**config.mk**
```make
export PLATFORM = sky130hd
export DESIGN_NAME = callsign_lookup_recent_suppress
export DESIGN_NICKNAME = d
export VERILOG_FILES = /design/src/clrs_pkg.sv /design/src/clrs_ram.sv /design/src/clrs_window.sv /design/src/callsign_lookup_recent_suppress.sv
export SDC_FILE = /design/constraint.sdc
export NUM_CORES = 2
export LEC_CHECK = 0
export ABC_AREA = 0
export BUFFER_PORTS_ARGS = -buffer_cell sky130_fd_sc_hd__buf_2
export CAP_MARGIN = 25
export CORE_MARGIN = 2
export CORE_UTILIZATION = 40
export DETAILED_ROUTE_END_ITERATION = 8
export PLACE_DENSITY = 0.57
export RECOVER_POWER = 50
export SKIP_LAST_GASP = 1
export SYNTH_ARGS = -nofsm -noshare
export SYNTH_HDL_FRONTEND = slang
export SYNTH_HIERARCHICAL = 1
export SYNTH_SLANG_ARGS = --single-unit
export TNS_END_PERCENT = 30
```
**constraint.sdc**
```tcl
create_clock -name clock -period 11.8 [get_ports clock]
set_input_delay 2.95 -clock clock [delete_from_list [all_inputs] [get_ports clock]]
set_output_delay 2.95 -clock clock [all_outputs]
set_load 0.01 [all_outputs]
```
**src/clrs_pkg.sv**
```systemverilog
// Shared types and constants for the callsign lookup block.
// No dependencies; imported by every other file of the block but clrs_ram.
package clrs_pkg;

   // Field widths fixed by the port list
   localparam int KEY_W       = 24;
   localparam int ENTRY_IDX_W = 6;
   localparam int HIT_OUT_W   = 16;

   // Default sizing
   localparam int TABLE_DEPTH_DEF = 64;
   localparam int WINDOW_LEN_DEF  = 8;
   localparam int HIT_BITS_DEF    = 16;

   // Request opcodes
   localparam logic OP_LOOKUP = 1'b0;
   localparam logic OP_LOAD   = 1'b1;

   // Control from the sequencer to the recent window
   typedef struct packed {
      logic age;     // shift by one slot, newest slot emptied
      logic insert;  // write the query index into the newest slot
   } win_ctrl_type;

endpackage

```
**src/clrs_ram.sv**
```systemverilog
// Generic single-write, single-read RAM with registered read data.
// No dependencies.
module clrs_ram #(
   parameter int WIDTH = 8,
   parameter int DEPTH = 64
) (
   input  logic                     clock,
   input  logic                     wr_en,
   input  logic [$clog2(DEPTH)-1:0] wr_addr,
   input  logic [WIDTH-1:0]         wr_data,
   input  logic [$clog2(DEPTH)-1:0] rd_addr,
   output logic [WIDTH-1:0]         rd_data
);

   logic [WIDTH-1:0] mem_ff [DEPTH];

   always_ff @(posedge clock) begin
      if (wr_en) begin
         mem_ff[wr_addr] <= wr_data;
      end
      rd_data <= mem_ff[rd_addr];
   end

endmodule

```
**src/clrs_window.sv**
```systemverilog
// Recent-display window: shift line of WINDOW_LEN+1 slots of valid + index.
// Depends on clrs_pkg (win_ctrl_type).
module clrs_window #(
   parameter int WINDOW_LEN = 8,
   parameter int IDX_W      = 6
) (
   input  logic                      clock,
   input  logic                      reset,
   input  clrs_pkg::win_ctrl_type    ctrl,
   input  logic [IDX_W-1:0]          query_idx,
   output logic                      in_window
);
   import clrs_pkg::*;

   localparam int SLOTS = WINDOW_LEN + 1;

   logic             used_ff [SLOTS];
   logic             used_in [SLOTS];
   logic [IDX_W-1:0] idx_ff  [SLOTS];
   logic [IDX_W-1:0] idx_in  [SLOTS];
   logic [SLOTS-1:0] slot_hit;

   always_comb begin
      for (int s = 0; s < SLOTS; s++) begin
         used_in[s] = used_ff[s];
         idx_in[s]  = idx_ff[s];
      end
      if (ctrl.age) begin
         for (int s = SLOTS - 1; s >= 1; s--) begin
            used_in[s] = used_ff[s-1];
            idx_in[s]  = idx_ff[s-1];
         end
         used_in[0] = 1'b0;
         idx_in[0]  = '0;
      end else if (ctrl.insert) begin
         used_in[0] = 1'b1;
         idx_in[0]  = query_idx;
      end
   end

   always_comb begin
      for (int s = 0; s < SLOTS; s++) begin
         slot_hit[s] = used_ff[s] && (idx_ff[s] == query_idx);
      end
   end

   assign in_window = |slot_hit;

   always_ff @(posedge clock) begin
      for (int s = 0; s < SLOTS; s++) begin
         idx_ff[s] <= idx_in[s];
         if (reset) begin
            used_ff[s] <= 1'b0;
         end else begin
            used_ff[s] <= used_in[s];
         end
      end
   end

endmodule

```
**src/callsign_lookup_recent_suppress.sv**
```systemverilog
// Top level: key table lookup with hit counting and recent-display suppression.
// Depends on clrs_pkg, clrs_ram and clrs_window.
//
//  channel   | handshake           | payload
//  ----------+---------------------+----------------------------------------------
//  request   | start / busy        | req_op, req_key, req_entry_index
//  result    | rsp_strobe (1 cyc)  | rsp_found, rsp_match_index, rsp_show_name,
//            |                     | rsp_hit_total
//
// A request is taken when start is high and busy low.
// Load: written at once; its all-zero result strobes in the next cycle and a new
//   request may be taken in that same cycle.
// Lookup: one key RAM read per cycle through a single comparator. Busy stays high
//   while the table is scanned up to the first hit or the last slot, and on a hit
//   through the hit counter read and write; the result strobes in the same cycle that busy drops.
// After reset a clearing pass writes each key RAM slot in turn and so zeroes the
//   valid bits held in the key RAM; busy is high throughout.
// The receiver cannot stall: every result is shown for one cycle only.
module callsign_lookup_recent_suppress #(
   parameter int TABLE_DEPTH = clrs_pkg::TABLE_DEPTH_DEF,
   parameter int WINDOW_LEN  = clrs_pkg::WINDOW_LEN_DEF,
   parameter int HIT_BITS    = clrs_pkg::HIT_BITS_DEF
) (
   input  logic                             clock,
   input  logic                             reset,
   // request channel
   input  logic                             start,
   output logic                             busy,
   input  logic                             req_op,
   input  logic [clrs_pkg::KEY_W-1:0]       req_key,
   input  logic [clrs_pkg::ENTRY_IDX_W-1:0] req_entry_index,
   // result channel
   output logic                             rsp_strobe,
   output logic                             rsp_found,
   output logic [clrs_pkg::ENTRY_IDX_W-1:0] rsp_match_index,
   output logic                             rsp_show_name,
   output logic [clrs_pkg::HIT_OUT_W-1:0]   rsp_hit_total
);
   import clrs_pkg::*;

   localparam int IW = $clog2(TABLE_DEPTH);
   localparam logic [IW-1:0] LAST_IDX = IW'(TABLE_DEPTH - 1);

   // one-hot sequencer
   typedef enum logic [4:0] {
      ST_CLEAR  = 5'b00001,  // sweeping valid bits after reset
      ST_IDLE   = 5'b00010,
      ST_SCAN   = 5'b00100,  // one table entry compared per cycle
      ST_HIT_RD = 5'b01000,  // hit counter read issued
      ST_HIT_WR = 5'b10000   // counter bumped, window checked, result built
   } state_type;

   state_type        state_ff, state_in;
   logic [IW-1:0]    clr_addr_ff, clr_addr_in;
   logic [IW-1:0]    scan_addr_ff, scan_addr_in;   // address being read
   logic [IW-1:0]    data_idx_ff, data_idx_in;     // slot of the data now on rd_data
   logic             pend_ff, pend_in;             // rd_data holds a scanned entry
   logic [IW-1:0]    hit_idx_ff, hit_idx_in;
   logic [KEY_W-1:0] key_ff, key_in;

   logic                 rsp_strobe_ff, rsp_strobe_in;
   logic                 rsp_found_ff, rsp_found_in;
   logic [IW-1:0]        rsp_idx_ff, rsp_idx_in;
   logic                 rsp_show_ff, rsp_show_in;
   logic [HIT_BITS-1:0]  rsp_hits_ff, rsp_hits_in;

   // key RAM: {valid, key}
   logic             key_we;
   logic [IW-1:0]    key_waddr;
   logic [KEY_W:0]   key_wdata;
   logic [KEY_W:0]   key_rdata;
   // hit counter RAM
   logic                hit_we;
   logic [IW-1:0]       hit_waddr;
   logic [HIT_BITS-1:0] hit_wdata;
   logic [HIT_BITS-1:0] hit_rdata;
   logic [HIT_BITS-1:0] hit_next;

   logic         accept;
   logic         load_ok;
   logic         key_match;
   logic         in_window;
   win_ctrl_type win_ctrl;

   assign accept  = start && (state_ff == ST_IDLE);
   assign busy    = (state_ff != ST_IDLE);
   // loads to slots past the table are dropped but still answered
   assign load_ok = accept && (req_op == OP_LOAD)
                    && (32'(req_entry_index) < 32'(TABLE_DEPTH));

   assign key_match = pend_ff && key_rdata[KEY_W] && (key_rdata[KEY_W-1:0] == key_ff);

   // saturating increment
   assign hit_next = (hit_rdata == '1) ? hit_rdata : hit_rdata + 1'b1;

   // key RAM write: clearing pass or a load
   always_comb begin
      priority if (state_ff == ST_CLEAR) begin
         key_we    = 1'b1;
         key_waddr = clr_addr_ff;
         key_wdata = '0;
      end else begin
         key_we    = load_ok;
         key_waddr = IW'(req_entry_index);
         key_wdata = {1'b1, req_key};
      end
   end

   // hit RAM write: a load clears the count, a hit stores the bumped count.
   // Unloaded entries are never read, so no clearing pass is needed here.
   always_comb begin
      priority if (load_ok) begin
         hit_we    = 1'b1;
         hit_waddr = IW'(req_entry_index);
         hit_wdata = '0;
      end else begin
         hit_we    = (state_ff == ST_HIT_WR);
         hit_waddr = hit_idx_ff;
         hit_wdata = hit_next;
      end
   end

   // window is aged as the lookup is taken; insert only when not already there
   assign win_ctrl.age    = accept && (req_op == OP_LOOKUP);
   assign win_ctrl.insert = (state_ff == ST_HIT_WR) && !in_window;

   always_comb begin
      state_in      = state_ff;
      clr_addr_in   = clr_addr_ff;
      scan_addr_in  = scan_addr_ff;
      data_idx_in   = data_idx_ff;
      pend_in       = pend_ff;
      hit_idx_in    = hit_idx_ff;
      key_in        = key_ff;
      rsp_strobe_in = 1'b0;
      rsp_found_in  = 1'b0;
      rsp_idx_in    = '0;
      rsp_show_in   = 1'b0;
      rsp_hits_in   = '0;

      unique case (state_ff)
         ST_CLEAR: begin
            clr_addr_in = clr_addr_ff + 1'b1;
            if (clr_addr_ff == LAST_IDX) begin
               state_in = ST_IDLE;
            end
         end
         ST_IDLE: begin
            if (accept) begin
               if (req_op == OP_LOAD) begin
                  rsp_strobe_in = 1'b1;   // all-zero answer
               end else begin
                  key_in       = req_key;
                  scan_addr_in = '0;
                  pend_in      = 1'b0;
                  state_in     = ST_SCAN;
               end
            end
         end
         ST_SCAN: begin
            if (key_match) begin
               hit_idx_in = data_idx_ff;
               state_in   = ST_HIT_RD;
            end else if (pend_ff && (data_idx_ff == LAST_IDX)) begin
               rsp_strobe_in = 1'b1;      // miss
               state_in      = ST_IDLE;
            end else begin
               data_idx_in = scan_addr_ff;
               pend_in     = 1'b1;
               if (scan_addr_ff != LAST_IDX) begin
                  scan_addr_in = scan_addr_ff + 1'b1;
               end
            end
         end
         ST_HIT_RD: begin
            state_in = ST_HIT_WR;
         end
         ST_HIT_WR: begin
            rsp_strobe_in = 1'b1;
            rsp_found_in  = 1'b1;
            rsp_idx_in    = hit_idx_ff;
            rsp_show_in   = !in_window;
            rsp_hits_in   = hit_next;
            state_in      = ST_IDLE;
         end
         default: begin
            state_in = ST_IDLE;
         end
      endcase
   end

   always_ff @(posedge clock) begin
      if (reset) begin
         state_ff      <= ST_CLEAR;
         clr_addr_ff   <= '0;
         pend_ff       <= 1'b0;
         rsp_strobe_ff <= 1'b0;
      end else begin
         state_ff      <= state_in;
         clr_addr_ff   <= clr_addr_in;
         pend_ff       <= pend_in;
         rsp_strobe_ff <= rsp_strobe_in;
      end
      scan_addr_ff <= scan_addr_in;
      data_idx_ff  <= data_idx_in;
      hit_idx_ff   <= hit_idx_in;
      key_ff       <= key_in;
      rsp_found_ff <= rsp_found_in;
      rsp_idx_ff   <= rsp_idx_in;
      rsp_show_ff  <= rsp_show_in;
      rsp_hits_ff  <= rsp_hits_in;
   end

   clrs_ram #(
      .WIDTH (KEY_W + 1),
      .DEPTH (TABLE_DEPTH)
   ) u_key_ram (
      .clock   (clock),
      .wr_en   (key_we),
      .wr_addr (key_waddr),
      .wr_data (key_wdata),
      .rd_addr (scan_addr_ff),
      .rd_data (key_rdata)
   );

   clrs_ram #(
      .WIDTH (HIT_BITS),
      .DEPTH (TABLE_DEPTH)
   ) u_hit_ram (
      .clock   (clock),
      .wr_en   (hit_we),
      .wr_addr (hit_waddr),
      .wr_data (hit_wdata),
      .rd_addr (hit_idx_ff),
      .rd_data (hit_rdata)
   );

   clrs_window #(
      .WINDOW_LEN (WINDOW_LEN),
      .IDX_W      (IW)
   ) u_window (
      .clock     (clock),
      .reset     (reset),
      .ctrl      (win_ctrl),
      .query_idx (hit_idx_ff),
      .in_window (in_window)
   );

   assign rsp_strobe      = rsp_strobe_ff;
   assign rsp_found       = rsp_found_ff;
   assign rsp_match_index = ENTRY_IDX_W'(rsp_idx_ff);
   assign rsp_show_name   = rsp_show_ff;
   assign rsp_hit_total   = HIT_OUT_W'(rsp_hits_ff);

endmodule

```
==> impl_results.md <==
- Final period utilization: 0.7016
- Worst EP required: 12.16 ns
- Post-place setup slack: about 5.2 ns
- Hold Vio Cnt, Final: 0
- DP Area: 0.1137 mm^2
- Final Wtd Congestion: between 0.9 and 1
- Synth area leaders: edfxtp_1 75%, mux4_2 11%, mux2i_1 2.2%
- RSZ-0062 raised after global routing: false
- Setup TNS: 0 ns
- Global Route Usage Sum: 0.1953
- Startpoint types: flip-flop
- Syn Nets: 5,237
- Post-route minimum period: 8.279 ns
- Ys Warns: 6
- Routed via count: about 52,000
- First-pass GRT wire length: 388.2 mm
- HPWL after DPL: 159.4 mm
- Cell count after synthesis: between 5,000 and 6,000
- Clock Tree Root: clkbuf_16
- DR iter-0 viols: between 5,000 and 6,000
- Port bufs: ~60
- Async SR Flop Fraction: 0
- Final Util: 0.4524
- MaxCap Viol Count: 35
- Synth top area share: 0.7490
- Max rail drop VDD: slightly below 0.2 mV
- Final Non-Filler Cells: between 9,000 and 10,000
- Die area: 0.2762 mm^2
- Most frequent cell after synthesis: edfxtp_1
- I/O pin count: 60
- Critical Path AT: about 8.6 ns
- Clock transition at path regs: about 0.06 ns
- Routed wire per std cell: roughly 30 um
- Drc violations: 0
- DRT Pass-1 Iters: 5
- Layout cells sized above 1: 0.2428
- Failing checks: capacitance limit, slew limit
- Status: finished, violations left
- Cell Pwr Density: about 170 mW/mm^2
- Final wirelength: 276.1 mm
- Resize count post-CTS: 0
- Worst setup path class: reg2reg
- Gr ovfl total: 0
- Post-CTS setup buffer count: 0
- Area growth syn-to-layout: 12.58%
- Vias in the first global route: between 50,000 and 60,000
- Final worst slack: between 3 and 4 ns
- Remaining antenna violation count: 0
- # setup viols final: 0
- Transition time of the tightest slew-check pin: about 3.9 ns
- Die X: roughly 530 um
- Pleak: ~38 nW
- #FFs+latches synth: about 2,800
- Starting Density: 0.4018
- H-tree levels: 5
- Post-synth EDFFs: approximately 2,700
- Synth Flop Type: edfxtp_1
- Clk buf depth: 4
- Tot Pwr: ~21 mW
- Slew margin rel.: -1.623
- Clock Latency Late Sink: 0.86 ns
- Largest net degree at the start of global routing: 144
- Cell variety after synth: between 60 and 70
- Worst Hold Class: reg2reg
- CTS Buf Count: ~290
- Fin area: about 0.12 mm^2
- Initial antenna violation count: 13
- Max Clk Rate: roughly 120 MHz
- Yosys top cell by area: edfxtp_1
- Crit path max fanout: 66
- Die H: 525.6 um
- CTS tree: done
- CORE AREA: roughly 0.27 mm^2
- Clock Sinks: 2,807
- Hold slack: about 0.44 ns
- Total placed cells including tap cells: just under 9,000
- Skew final: around 0.046 ns
- Seq/Total Area, Yosys: 0.7661
- Nets: 5,512
- Rows: 191
- Count of pins over their slew limit: ~1,600
- CTS Hold Bufs: 0
- Synth Area per Inst: 20.92 um^2
- Mapped Area: 0.1088 mm^2
- CP Capture Type: flip-flop
- Vias per inst: approximately 5.7
- Top cells by count, synth: 2,714 x edfxtp_1, 522 x mux4_2, 234 x mux2i_1
cells by family (layout without fill, tap and decap cells):
group,after synthesis,after routing,synth area share
and+or+nand+nor,625,625,0.02877
xor gates and xnor gates,99,99,0.007969
muxes,927,927,0.1489
AOI/OAI and AO/OA,441,441,0.02882
buffers and inverters,298,795,0.01903
DFF,2807,2807,0.7661
adders and majority gates,3,3,0.0003450
other,0,4,0
state kept, by name, summed over array words and instances, names as in the netlist:
register / cells
u_key_ram/rd_data: 25
clr_addr_ff: 6
rsp_found: 1
rsp_show_name: 1
rsp_hit_total: 16
u_window/idx_ff: 54
pend_ff: 1
state_ff: 5
key_ff: 24
rsp_match_index: 6
hit_idx_ff: 6
rsp_strobe: 1
data_idx_ff: 6
u_hit_ram/rd_data: 16
u_key_ram/mem_ff: 1600
u_hit_ram/mem_ff: 1024
u_window/used_ff: 9
scan_addr_ff: 6
final cells by class:
| cell class | instances | area [um^2] |
|---|---|---|
| Timing Repair Buffer | 272 | 1854 |
| Clock buffer | 385 | 7936 |
| Tap cell | 3570 | 4467 |
| Fill cell | 22730 | 148300 |
| Clock inverter | 131 | 1137 |
| Antenna cell | 4 | 10.01 |
| Multi-Input combinational cell | 2095 | 23710 |
| Sequential cell | 2807 | 83360 |
| Inverter | 7 | 27.53 |
path summary, 6_finish.rpt:
path,from,end,slack (ns),cells after the start
max,state_ff[1],u_key_ram/mem_ff[63][7],3.52,6
min,data_idx_ff[5],hit_idx_ff[5],0.44,0
max reg2reg,state_ff[1],u_key_ram/mem_ff[63][7],3.52,6
min reg2reg,data_idx_ff[5],hit_idx_ff[5],0.44,0
per-layer routing:
layer | global-route usage | share of wire | vias to the layer above
met4 | 0.07151 | 0.039 | 0
li1 | - | - | 22070
met1 | 0.2671 | 0.41 | 28030
met5 | 0 | 0 | -
met3 | 0.02687 | 0.062 | 400
met2 | 0.3199 | 0.49 | 1963
critical path, stage by stage, from the launching register on:
cell        delay [ns]
dfxtp_1           0.39
nor2_1            0.06
and3_1            0.34
clkinvlp_2        0.94
clkbuf_1          2.60
and2_0            1.72
clkbuf_1          1.51
layout by cell type, fill, tap and decap left out, types with 24 or more instances in the layout:
cell type	Yosys	routed
o211ai_1	24	24
nand4_1	34	34
edfxtp_1	2714	2714
a22o_1	24	24
xnor2_1	43	43
mux2i_1	234	234
xor2_1	56	56
nor3_1	33	29
clkbuf_1	80	149
clkinv_2	0	35
a211oi_1	26	26
nand3_1	42	42
mux2_2	159	159
o21ai_0	47	48
buf_4	31	169
a21oi_1	39	39
mux4_2	522	522
nor2_4	0	30
nor2b_1	55	52
nor2_2	2	44
nand2_1	100	100
a22oi_1	66	72
nor2_1	231	159
o22ai_1	97	97
clkbuf_16	0	300
dfxtp_1	93	93
clkinv_1	0	58
power by group:
group	leakage, nW	internal (mW)	switching [mW]
clock	4.42	5.13	3.73
combinational	8.06	0.120	0.503
sequential	25.5	11.1	0.0350
No activity file was read; power rests on OpenSTA's default activity.
